<file path="src/rtl/core/nnta_div.sv">
`timescale 1ns / 1ps
// ----------------------------------------------------------------------------
// nnta_div
// Restoring divider, one quotient bit per cycle.
// ----------------------------------------------------------------------------
module nnta_div #(
  parameter int unsigned NW = 37,
  parameter int unsigned DW = 24
) (
  input  logic          clk_i,
  input  logic          rst_ni,
  input  logic          start_i,
  input  logic [NW-1:0] dividend_i,
  input  logic [DW-1:0] divisor_i,
  output logic          done_o,
  output logic [NW-1:0] quotient_o,
  output logic [DW-1:0] remainder_o
);

  localparam int unsigned CNT_W = $clog2(NW + 1);

  logic [DW-1:0]    rem_q;
  logic [NW-1:0]    quo_q;
  logic [DW-1:0]    dvs_q;
  logic [CNT_W-1:0] cnt_q;
  logic             done_q;
  logic [DW:0]      shifted;
  logic             take;

  assign shifted = {rem_q, quo_q[NW-1]};
  assign take = shifted >= {1'b0, dvs_q};

  always_ff @(posedge clk_i or negedge rst_ni) begin
    if (!rst_ni) begin
      cnt_q <= '0;
      done_q <= 1'b0;
    end else begin
      done_q <= 1'b0;
      if (start_i) begin
        cnt_q <= CNT_W'(NW);
      end else if (cnt_q != '0) begin
        cnt_q <= cnt_q - 1'b1;
        done_q <= (cnt_q == CNT_W'(1));
      end
    end
  end

  always_ff @(posedge clk_i) begin
    if (start_i) begin
      rem_q <= '0;
      quo_q <= dividend_i;
      dvs_q <= divisor_i;
    end else if (cnt_q != '0) begin
      // The partial remainder stays below the divisor, so DW bits hold it.
      rem_q <= take ? DW'(shifted - {1'b0, dvs_q}) : shifted[DW-1:0];
      quo_q <= {quo_q[NW-2:0], take};
    end
  end

  assign done_o = done_q;
  assign quotient_o = quo_q;
  assign remainder_o = rem_q;

endmodule

</file>
<file path="config.mk">
export PLATFORM = sky130hd
export DESIGN_NAME = nnta_div
export DESIGN_NICKNAME = d
export VERILOG_FILES = /design/src/rtl/core/nnta_div.sv
export SDC_FILE = /design/constraint.sdc
export NUM_CORES = 1
export LEC_CHECK = 0
export BUFFER_PORTS_ARGS = -buffer_cell sky130_fd_sc_hd__buf_2
export CAP_MARGIN = 25
export CORE_MARGIN = 2
export CORE_UTILIZATION = 50
export CTS_BUF_LIST = sky130_fd_sc_hd__clkbuf_8
export DETAILED_ROUTE_END_ITERATION = 12
export MAX_ROUTING_LAYER = met4
export PLACE_DENSITY = 0.72
export SLEW_MARGIN = 20
export SYNTH_ARGS = -nofsm -noshare
export SYNTH_HDL_FRONTEND = slang
export SYNTH_SLANG_ARGS = --single-unit
</file>
<file path="constraint.sdc">
create_clock -name clk_i -period 2.9 [get_ports clk_i]
set_input_delay 0 -clock clk_i [delete_from_list [all_inputs] [get_ports clk_i]]
set_output_delay 0 -clock clk_i [all_outputs]
set_load 0.03 [all_outputs]
</file>
==> results of run 1 <==
==> state kept, by name (all words and copies together), names as in the netlist <==
register,count
cnt_q,6
done_o,1
dvs_q,24
quotient_o,37
remainder_o,24
==> synth_stat cells, types with 2 or more instances <==
master	number
edfxtp_1	61
nor2_1	45
mux2_2	36
inv_1	31
ha_1	26
nand2_1	25
dfxtp_1	24
a211oi_1	22
clkbuf_1	20
a21oi_1	19
mux2i_1	15
o21ai_0	14
a21o_1	13
xnor2_1	12
nor3_1	9
xor2_1	8
dfrtp_1	7
nand3_1	6
o21a_1	6
nand4_1	5
and4_1	4
nor4_1	4
o31ai_1	4
a311oi_1	3
a31oi_1	3
and2_1	3
and3_1	3
nor2b_1	3
a211o_1	2
a221oi_1	2
a311o_1	2
buf_2	2
buf_6	2
o21ai_4	2
==> kinds of logic (layout without fill, tap and decap cells) <==
family	after synthesis	count (layout)
flops	92	92
buf+inv	57	247
xor+xnor	20	20
fa+ha+maj	27	27
simple gates	115	115
compound gates	107	107
mux	51	51
==> through the flow <==
step / instance area, µm² / std cells / power (W) / setup WS, ns / utilization [%]
after floorplan: 5149 / 469 / 0.004124 / 0.1460 / -
after global placement: 5894 / 715 / 0.004716 / 0.2503 / 58.14
after detailed placement: 5894 / 715 / 0.004772 / 0.05819 / 58.14
after CTS: 6723 / 794 / 0.005731 / 0.05275 / 66.31
after global routing: 6759 / 795 / 0.006142 / 0.009593 / 66.67
final: 6759 / 795 / 0.005778 / 0.1801 / 66.67
==> path summary, 6_finish.rpt <==
check                                                to  slack (ns)  depth (start not counted)
setup / recovery           remainder_o[14]$_SDFFE_PP0P_        0.18                         13
hold / removal                      dvs_q[22]$_DFFE_PP_        0.13                          1
setup reg to reg           remainder_o[14]$_SDFFE_PP0P_        0.18                         13
hold reg to reg            remainder_o[11]$_SDFFE_PP0P_        0.54                          2
max in group asynchronous          cnt_q[1]$_DFFE_PN0P_        2.06                          3
min in group asynchronous              done_o$_DFF_PN0_        0.58                          3
==> power breakdown <==
| part | total (W) | leakage (nW) | internal, W | switching, W |
|---|---|---|---|---|
| sequential | 0.00190 | 0.908 | 0.00167 | 0.000232 |
| combinational | 0.00298 | 2.14 | 0.00123 | 0.00175 |
| clock | 0.000893 | 0.102 | 0.000404 | 0.000490 |
==> repair_timing <==
item | CTS | global route
hold buffers | 63 | 0
setup buffers | 0 | 1
hold endpoints to repair | 68 | 0
resized for setup | 0 | 6
endpoints found under the setup margin | 0 | 5
==> metal layers <==
metal / vias up / track usage (%)
li1: 2110 / -
met1: 2042 / 30.70
met2: 129 / 40.51
met3: 34 / 3.216
met4: 0 / 10.29
met5: - / -
==> layout make-up <==
cell class / instances / share of cell area (%)
flip-flops and latches: 92 / 36.80
clock inverters: 7 / 1.092
inverters: 31 / 1.722
repair buffers: 200 / 19.96
multi-input cells: 320 / 36.08
well taps: 136 / 2.518
clock buffers: 9 / 1.833
==> metrics list, run 1 <==
- In the routed design, unresolved DRC markers number 0.
- Total setup violations reported at the end of the flow: 0
* Initial detailed-routing violation count: 192
* Worst endpoint required time: 3.17 ns
- On the final layout, the worst clock skew is 0.01519 ns.
- The startpoint identified for the worst register-to-register timing path is quotient_o[36]$_DFFE_PP_.
- The analysis attributes to cell leakage a power of between 3 and 4 nW.
* Maximum ir drop on the vdd rail: 0.0004857 V
* Compound-Gate Fraction of Synth Area: 15.31%
- Final number of max-transition violations: 0
- Crit. End Element: flop
- TritonCTS built the clock tree.
- The floorplan step set the die width to between 100 and 150 µm.
- CP Class: flop to flop
- Summed over all layers, the routed wires come to 12.83 mm.
- Highest signal layer in the routed design: met4
- First-pass detailed-route iteration total: 4
- Min cycle time layout: 2.720 ns
- The clock tree synthesis step divided the H-tree into 3 levels.
* Setup repair after global routing missed its margin: no
- The count of nets left with antenna violations once routing finished came out at 0.
- Starting density of the core: 50.78%
- STA puts the critical path data arrival time at 2.99 ns.
- Entering global routing, the biggest net connects 51 pins.
* Root Buffer: clkbuf_8
- Timing would allow up to 367.7 MHz.
- Yosys top cell by area: edfxtp_1
* Clock latency at the later pin of the worst-skew pair: 0.37 ns
* Inserted Clock Buffers: 9
- After clock tree synthesis, the clock-pin slew on the worst setup and hold paths is around 0.10 ns.
- Antenna violations before repair: 0
* Area taken by flip-flops and latches: 2487 µm²
- Simple-gate area share of the yosys netlist: 10.60%
* Met2 Wirelength: 6.383 mm
- On the final layout, the worst hold slack is ~0.13 ns.
- Number of register bits inferred by synthesis: 92
* Max-cap violations: 0
* Most common cell after layout, fill and taps aside: buf_2
* Post-synthesis cell type count: 60
- Sum of routed wire segments on met1: approximately 5.5 mm
* Run status: complete, no violations
* Biggest area contributors in the synthesized netlist: edfxtp_1 (36%), dfxtp_1 (9.3%), mux2_2 (7.9%)
- Top-Level Pins: ~130
* Crit-path leading delay family: compound AO/OA/AOI/OAI gates
* GP Congestion: roughly 0.89
- For the final routed database, the setup TNS stands at 0 ns.
- Instance count of the mapped netlist: 469
- In this run the worst path has a maximum fanout of 5.
* Detail-routed via count per cell: 5.428
- Mapped Area: between 5000 and 6000 µm²
- The synthesized netlist devotes around 6.7% of its cell area to adder and majority cells.
- Vias post-DR: 4315
- For this run, the leading register cell type out of synthesis is edfxtp_1.
- Critical Path Most Common Cell: buf_4
* Met3 routed wirelength: 546 µm
* Xor and xnor area share after synthesis: 3.402%
- The first global-routing pass estimated around 21 mm of wire.
* Count of buffers inserted at the top-level ports: 125
- The critical path starts at quotient_o[36]$_DFFE_PP_.
- The die covers 11130 µm².
- Worst-path cell with the longest stage delay: edfxtp_1
* Hold crit path type: input port to flop
- Share of Yosys cell area claimed by the top area cell type: 35.58%
* Number of diodes: 0
- Rows: 37
- Share of synthesized area occupied by flip-flops and latches: 48.31%
* Ordered cell list for the critical path: inv_1 -> ha_1 -> fa_2 -> nor2b_4 -> o2111ai_2 -> a31oi_1 -> buf_4 -> o311ai_2 -> a21oi_1 -> buf_4 -> xor2_1 -> nor3_1 -> a2111oi_2
- Max Root-Sink Buffers: 2
- Counting flops with a built-in enable in the synthesized netlist gives 61.
- By area, the combinational part of the netlist is dominated by compound AO/OA/AOI/OAI gates.
- Area of the core: 10140 µm²
- Post-Synthesis Net Count: 560
* Ys Warns: 0
- The worst pin sits at a relative slew slack of 54.96%.
- Average wire per standard cell: ~16 µm
- Ys async rst share: about 7.6%
- The number of endpoints with negative hold slack in the final report came to 0.
- Count of clock tree sinks: 92
- Fraction of final layout cells sized beyond drive strength 1: 30.80%
* Fraction of synthesized area in multiplexers: 10.79%
- Mean instance size in the synthesized netlist: 10.98 µm²
* Overall die height: 105.5 µm
- Layout overhead on the synthesized area: 31.28%
* Number of global-route vias before repair: 4366
- Overflow left after global routing: 0
* FILL cells: 796
- NumNets Final: 745
- The number of buffers and inverters on the critical path is 3.
* Least-Margin Pin Slew: 0.6685 ns
* Final worst-path cycle share: 93.79%
* All-Layer GR Usage: 24.62%
* Slowest Stage Delay on Critical Path: 0.38 ns
* Power density over the cells: between 800 and 900 nW/µm²
* Combined area of the multi-input logic cells: 2439 µm²
- STA classifies the critical path startpoint as a flop.
* Detailed Place HPWL: 8.568 mm
- In this run the most critical hold path is launched from start_i.
- The library cells used most frequently in the layout, excluding fill and tap cells, are buf_2 (124), dlygate4sd3_1 (63), edfxtp_1 (61), nor2_1 (45), mux2_2 (36).
(Power assumes the default switching activity.)
==> run 2: changes to the inputs <==
CAP_MARGIN = unset   (was 25)
CORE_MARGIN = 10   (was 2)
CTS_CLUSTER_SIZE = 10   (was unset)
==> run 2 against run 1 <==
  * Worst setup slack got worse by 0.0091 ns
  * Total power down 0.43%
  * Sequential share of layout area up 0.12 points
  * Die area increased by 33%
  * Non-clock buffer count shrank 1
  * Routed wire length up 8.9%
  * Final cell count is 0.25% lower
  * Utilization increased by 1.3 points
  * Combinational power barely moved
  * Critical path depth down 3
  * Critical endpoint is now remainder_o[23]$_SDFFE_PP0P_
  * Largest power group unchanged
==> metrics list, run 2 (synthesis gave the netlist of run 1 again) <==
- CP Class: flop to flop
- Arrival time reported for the critical path endpoint: just under 3 ns
- The clock tree synthesis step divided the H-tree into 3 levels.
- Crit. End Element: flop
* Startpoint class of the critical path: flop
- For this configuration, the core starts out at a cell density of between 50% and 60%.
- For hold timing, the worst endpoint is dvs_q[0]$_DFFE_PP_.
- Root Buffer: clkbuf_8
- Compared with the post-synthesis result, the final layout area differs by 30.84%.
* Maximum ir drop on the vdd rail: ~0.00058 V
* Setup total negative slack: 0 ns
- Share of the core filled with cells in the final layout: 67.98%
- Sum of routed wire segments on met1: a little under 6 mm
* Clk pin slew, worst setup/hold paths: 0.09 ns
- Least-Margin Pin Slew: 0.6328 ns
- Wires add up to 13.97 mm.
- TritonCTS built the clock tree.
- Vias post-DR: 4229
- Final worst-path cycle share: between 90% and 100%
* Run status: complete, no violations
* Depth of the most critical reg-to-reg path: 10
* Source of the worst hold timing path: divisor_i[0]
* Total power consumption of the routed design: between 0.005 and 0.006 W
- Worst setup slack for register-to-register paths: 0.17 ns
* Clock latency at the later pin of the worst-skew pair: 0.36 ns
* Min cycle time layout: around 2.7 ns
* Worst slew margin relative to its limit: a little under three fifths
* Number of global-route vias before repair: 4537
* Worst endpoint required time: 3.13 ns
- Overflow left after global routing: 0
- The region available for standard cell placement spans 9910 µm².
- The final layout contains approximately 740 nets.
- Max-cap violations: 0
- The detail route stage leaves a number of antenna-violating nets equal to 0.
- Maximum fanout encountered on the critical timing path: 5
- Inserted Clock Buffers: 9
- Count of final hold-check violations: 0
- Setup repair after global routing could not meet its margin everywhere.
* Destination of the worst register-to-register timing path: remainder_o[23]$_SDFFE_PP0P_
- Max reg flops: 37
- No sink is reached through more buffers than the 2 on the longest clock path.
* Fraction of final layout cells sized beyond drive strength 1: 30.24%
- The initial antenna violation count came to 2.
- # DRC: 0
- In the detailed route, the total length drawn on met3 is 789 µm.
* First-pass detailed-route iteration total: 5
- At the end of routability-driven placement, the weighted congestion stood at about 0.85.
* Met2 Wirelength: 6.975 mm
* Most frequent cells in the layout: buf_2 (124), dlygate4sd3_1 (64), edfxtp_1 (61), nor2_1 (45), mux2_2 (36)
- Leaving out fill and tap cells, the most frequent cell in the layout is buf_2.
* Highest signal layer in the routed design: met4
- Die Footprint: 14760 µm²
- For this block, the initial DRC count from the detailed router was 316.
- Entering global routing, the biggest net connects 42 pins.
* Wire length of the first global-routing pass: 23.09 mm
* Count of buffers inserted at the top-level ports: 125
- After detailed routing, the average wire length per cell comes to 17.62 µm.
* Maximum clock skew at final layout: between 0.006 and 0.007 ns
- After detailed routing, the number of vias per cell comes to 5.333.
* FILL cells: 794
- The floorplan step set the die height to 121.5 µm.
- RR Startpoint: dvs_q[1]$_DFFE_PP_
- Measured along the x axis, the die boundary spans around 120 µm.
* Rows: 36
* Detailed Place HPWL: a little under 10 mm
- Global routing consumed, over all layers together, 19.86% of the routing resources.
- For this design the static power due to leakage is 3.145 nW.
* Total setup violations reported at the end of the flow: 0
* Instance count along the most critical hold path: 2
- Count of clock tree sinks: 92
- Pin placement for this block handled roughly 130 I/O pins.
* Hold crit path type: input port to flop
- The final-report max-slew violation count came to 0.
- Worst hold slack: ~0.34 ns
- Based on the critical path, the design can be clocked at up to 366.4 MHz.
* Power density over the cells: 853.9 nW/µm²
==> run 2: cell types whose count changed in the layout (fill, tap and decap cells not counted), sizes merged <==
cell,before,now
buf,137,135
dlygate4sd3,63,64
inv,33,34
clkinv,4,3
diode,0,2
==> run 2: worst max-delay path: stages, from the launching register on <==
cell,delay [ns]
edfxtp_1,0.40
inv_1,0.06
ha_1,0.29
nor2b_1,0.17
o31a_2,0.20
o21ai_4,0.09
o31ai_1,0.50
a21oi_1,0.26
or4_1,0.44
nand4b_1,0.11
a211oi_1,0.07
==> run 2: what timing repair did <==
action	CTS	global route
setup buffers	0	0
gates resized for setup	0	3
setup endpoints to repair	0	5
endpoints found under the hold margin	69	0
hold buffers	64	0
==> run 2: metrics by stage <==
step | area, µm² | setup slack [ns] | std cells
3_3_place_gp | 5883 | 0.2163 | 711
5_1_grt | 6736 | -0.01471 | 793
4_1_cts | 6721 | 0.1100 | 791
6_report | 6736 | 0.1710 | 793
3_5_place_dp | 5883 | 0.09266 | 711
2_1_floorplan | 5149 | 0.1460 | 469
==> run 2: how the worst max path moves through the flow <==
| stage | slack, ns | to | cells after the start | from |
|---|---|---|---|---|
| floorplan | 0.15 | remainder_o[22]$_SDFFE_PP0P_ | 11 | quotient_o[36]$_DFFE_PP_ |
| global placement | 0.22 | remainder_o[22]$_SDFFE_PP0P_ | 12 | quotient_o[36]$_DFFE_PP_ |
| detailed placement | 0.09 | remainder_o[22]$_SDFFE_PP0P_ | 12 | quotient_o[36]$_DFFE_PP_ |
| CTS | 0.11 | remainder_o[16]$_SDFFE_PP0P_ | 12 | quotient_o[36]$_DFFE_PP_ |
| global route | -0.01 | remainder_o[23]$_SDFFE_PP0P_ | 10 | dvs_q[1]$_DFFE_PP_ |
| finish | 0.17 | remainder_o[23]$_SDFFE_PP0P_ | 10 | dvs_q[1]$_DFFE_PP_ |
==> run 2: layout make-up <==
type                       instances  area (µm²)  share of cell area, %
clock buffer                       9       123.9                  1.839
tap                              133       166.4                  2.470
inverter                          31       116.4                  1.727
multi-input combinational        320        2420                  35.92
clock inverter                     7       73.82                  1.096
sequential                        92        2487                  36.92
timing repair buffer             199        1344                  19.95
antenna                            2       5.005                0.07429
==> run 2: routing by layer <==
metal  vias to the layer above  global-route usage, %
met5                         -                      -
met2                       124                  32.17
met3                        19                  4.421
met4                         0                  6.632
met1                      1986                  23.97
li1                       2100                      -
==> run 2: where the power goes <==
part | leakage (nW) | total, W | switching (W) | internal, W
Clock | 0.102 | 0.000885 | 0.000480 | 0.000405
Combinational | 2.14 | 0.00297 | 0.00175 | 0.00121
Sequential | 0.908 | 0.00190 | 0.000231 | 0.00167
Total | 3.15 | 0.00575 | 0.00246 | 0.00329
==> run 3: changes to the inputs <==
ABC_AREA = 1   (was unset)
PLACE_DENSITY = 0.71   (was 0.72)
==> run 3 against run 2 <==
  * Non-clock buffer count fell by 4
  * Total power rose by 6.7%
  * Sequential share of layout area fell by 2.7 points
  * Fmax is 26% higher
  * Utilization fell by 3.7 points
  * Synthesized cell count grew 70%
  * Clock power fell by 12%
  * Hold slack worse by 0.090 ns
  * Sequential power rose by 2%
  * Combinational power grew 15%
  * Sequential cell count stayed put
  * First-iteration DRC count is 0.32% lower
  * Largest power group unchanged
==> metrics list, run 3 <==
* Inserted Clock Buffers: 9
- Overall routed net length: 16.39 mm
- Ordered cell list for the critical path: inv_1 -> ha_1 -> fa_1 -> inv_1 -> nand3_1 -> nand3_1 -> nand2_1 -> nand3_1 -> nand2_1 -> nand2_1 -> nand2_1 -> nand2_1 -> nand2_1 -> nand3_1 -> nand2_1
- Xor and xnor area share after synthesis: 1.986%
* EDFF count, synth: 61
* Final ANT Viol Nets: 0
- In this run, post-CTS hold repair placed 63 buffers.
- The final critical path takes up 74.72% of the cycle.
- Maximum fanout encountered on the critical timing path: 3
* Overflow left after global routing: 0
- Synthesis produced a netlist whose cell count is roughly 800.
* Net switching power of the design: 0.002967 W
- Number of gates resized after cts: 0
- In this run switching power makes up 48.34% of total power.
* NumNets Final: about 1100
- At the pin with the least slew margin, the transition time is 0.8316 ns.
* Average wire per standard cell: 14.50 µm
- Count of buffers inserted at the top-level ports: 125
- Portion of total power attributed to the clock network: 12.7%
* Maximum clock skew at final layout: approximately 0.011 ns
* Post-Synthesis Net Count: 888
- The final-report max-slew violation count came to 0.
* Yosys top cell by area: edfxtp_1
- Leakage: 3.989 nW
- The average instance in the mapped netlist occupies 7.195 µm².
- First-pass detailed-route iteration total: 5
- Total setup violations reported at the end of the flow: 0
- For flop-to-flop paths, the worst setup slack is 0.73 ns.
- Share of Yosys cell area claimed by the top area cell type: 31.94%
- Synthesis inferred between 90 and 100 register bits.
- The floorplan step set the die width to 127.1 µm.
* Ys async rst share: 7.609%
* Rows: 39
- Among all cell types in the netlist, the one instantiated most often is nand2_1.
* Die Footprint: 16150 µm²
* Count of clock tree sinks: a little over 90
* Max Root-Sink Buffers: 2
* Worst-path cell with the longest stage delay: fa_1
* Largest net degree at the start of global routing: 40
- Overall die height: ~130 µm
- After Yosys synthesis, and, or, nand and nor cells account for a little over a third of the synthesized area.
- Ranked by instance count, the synthesized netlist is headed by nand2_1 (364), inv_1 (130), edfxtp_1 (61).
* Antenna violations before repair: 0
- Detailed placement finished with a half-perimeter wire length of between 10 and 15 mm.
- Count of final hold-check violations: 0
- Setup repair after global routing left no endpoint under its margin.
- In this run, distinct cell masters in the synthesized netlist total 30.
* Min cycle time layout: 2.167 ns
* RR Startpoint: quotient_o[36]$_DFFE_PP_
- # DRC: 0
- Final hold analysis gives a worst-case slack of ~0.25 ns.
* Met1 routing resource usage after global routing: 25.24%
* Instance count along the most critical hold path: 1
- In this run the power density over the cells is 843.4 nW/µm².
- The register with the most flip-flops in the layout has 37 of them.
- Hold worst-path end: dvs_q[2]$_DFFE_PP_
- Total power consumption of the routed design: 0.006139 W
- The congestion estimate from routability-driven global placement came to 0.9776.
- Fraction of synthesized area in multiplexers: 0%
* Ys Warns: 0
- IR analysis of the VDD net gives a maximum drop of 0.0004786 V.
- CTS tree: done
* All-Layer GR Usage: about a fifth
- Fmax: 461.5 MHz
* Clk pin slew, worst setup/hold paths: 0.09 ns
- The share of the Yosys chip area taken by registers is a little over two fifths.
- Dominant combinational cell family by area after synthesis: simple AND/OR/NAND/NOR gates
- Cell internal pwr: 0.003171 W
- Max-cap violations: 0
* Slowest Stage Delay on Critical Path: 0.42 ns
- The worst setup path is launched from a flop.
- Buffers added to address setup during post-CTS repair amount to 0.
- Leaving out fill and tap cells, the most frequent cell in the layout is nand2_1.
- The worst register-to-register path has a depth of 15.
- Pin placement for this block handled 126 I/O pins.
* Run status: complete, no violations
- Of the total power, combinational logic draws 55.8%.
- After the first detailed-routing iteration, the DRC count stood at between 300 and 400.
- Compound-Gate Fraction of Synth Area: 1.571%
- Wire length of the first global-routing pass: approximately 27 mm
* Relative contribution of sequential cells to total power: 31.5%
* Clock latency at the later pin of the worst-skew pair: 0.39 ns
- In the layout the commonest cells are nand2_1 (364), inv_1 (133), buf_2 (125), dlygate4sd3_1 (63), edfxtp_1 (61).
- For met2 alone, demand over resource in global routing was between 30 and 40%.
- Crit. End Element: flop
- For met3 alone, demand over resource in global routing was 5.170%.
- Of the total synthesized cell area, the portion taken by full adders, half adders and majority gates is about 6.0%.
* Critical Path Most Common Cell: nand2_1
- Source of the worst hold timing path: start_i
- Share of the core filled with cells in the final layout: 64.29%
* Destination of the worst register-to-register timing path: remainder_o[16]$_SDFFE_PP0P_
* Area of the core: 11320 µm²
* Layout overhead on the synthesized area: 26.93%
* Setup total negative slack: 0 ns
- Across all layers, the routed design uses about 5500 vias.
- After global routing, the most crowded layer is met2.
* Mapped Area: 5734 µm²
- In the routed layout, each cell is associated on average with a via count of 4.888.
- For this run, the leading register cell type out of synthesis is edfxtp_1.
* Worst slew margin relative to its limit: 44.50%
- For the worst setup path, the data required time is 3.18 ns.
* Hold crit path type: input port to flop
- Cell area after placement: 6485 µm²
* CP Class: flop to flop
- Root Buffer: clkbuf_8
* Number of diodes: 0
* Arrival time reported for the critical path endpoint: 2.45 ns
- Post-Layout Inst Area: 7278 µm²
* Number of levels the H-tree was split into: 3
* Fraction of final layout cells sized beyond drive strength 1: 16.21%
* Number of global-route vias before repair: 5695
- By area the synthesized netlist is led by edfxtp_1 (32%), nand2_1 (24%), inv_1 (8.5%).
- The initial utilization of the core area, before any placement, comes to 50.65%.
[run 3: worst max-delay path, delay by kind of cell, from the launching register on]
kind                       cells  cell delay, ns
buffers and inverters          2            0.17
adders and majority gates      2            0.64
and+or+nand+nor               11            0.92
DFF                            1            0.35
[run 3: power by group through the flow]
| stage | Clock (W) | Sequential (W) | Combinational, W |
|---|---|---|---|
| after floorplan | 0 | 0.00235 | 0.00216 |
| after global placement | 0 | 0.00195 | 0.00333 |
| after detailed placement | 0 | 0.00196 | 0.00335 |
| after CTS | 0.000796 | 0.00193 | 0.00343 |
| after global routing | 0.000841 | 0.00198 | 0.00389 |
| final | 0.000779 | 0.00194 | 0.00342 |
[run 3: metal layers]
layer  routed length [µm]  part of all wire (%)
met5                    0                     0
met4                  333                   2.0
met3                 1196                   7.3
met2                 7627                    47
met1                 7229                    44
[run 3: worst max path at each step]
| stage | to | slack (ns) | cells after the start | start |
|---|---|---|---|---|
| after floorplan | quotient_o[0]$_DFFE_PP_ | 0.78 | 7 | cnt_q[0]$_DFFE_PN0P_ |
| after global placement | remainder_o[18]$_SDFFE_PP0P_ | 0.81 | 9 | cnt_q[0]$_DFFE_PN0P_ |
| after detailed placement | remainder_o[16]$_SDFFE_PP0P_ | 0.77 | 15 | quotient_o[36]$_DFFE_PP_ |
| after CTS | remainder_o[16]$_SDFFE_PP0P_ | 0.75 | 15 | quotient_o[36]$_DFFE_PP_ |
| after global routing | remainder_o[16]$_SDFFE_PP0P_ | 0.52 | 15 | quotient_o[36]$_DFFE_PP_ |
| final | remainder_o[16]$_SDFFE_PP0P_ | 0.73 | 15 | quotient_o[36]$_DFFE_PP_ |
[run 3: through the flow]
step / setup WS, ns / cells
3_3_place_gp: 0.8068 / 1051
2_1_floorplan: 0.7831 / 797
5_1_grt: 0.5238 / 1130
4_1_cts: 0.7542 / 1130
3_5_place_dp: 0.7736 / 1051
6_report: 0.7330 / 1130
[run 3: cell type report]
type | count | area, µm²
Timing Repair Buffer | 195 | 1309
Clock buffer | 9 | 123.9
Sequential cell | 92 | 2487
Fill cell | 1007 | 4043
Clock inverter | 7 | 38.79
Multi-Input combinational cell | 548 | 2630
Inverter | 136 | 510.5
Tap cell | 143 | 178.9
[run 3: cells by family after synthesis]
logic type	count (synthesis)
AOI/OAI and AO/OA	15
and+or+nand+nor	493
xor gates and xnor gates	13
buffers and inverters	157
DFF	92
adders and majority gates	27
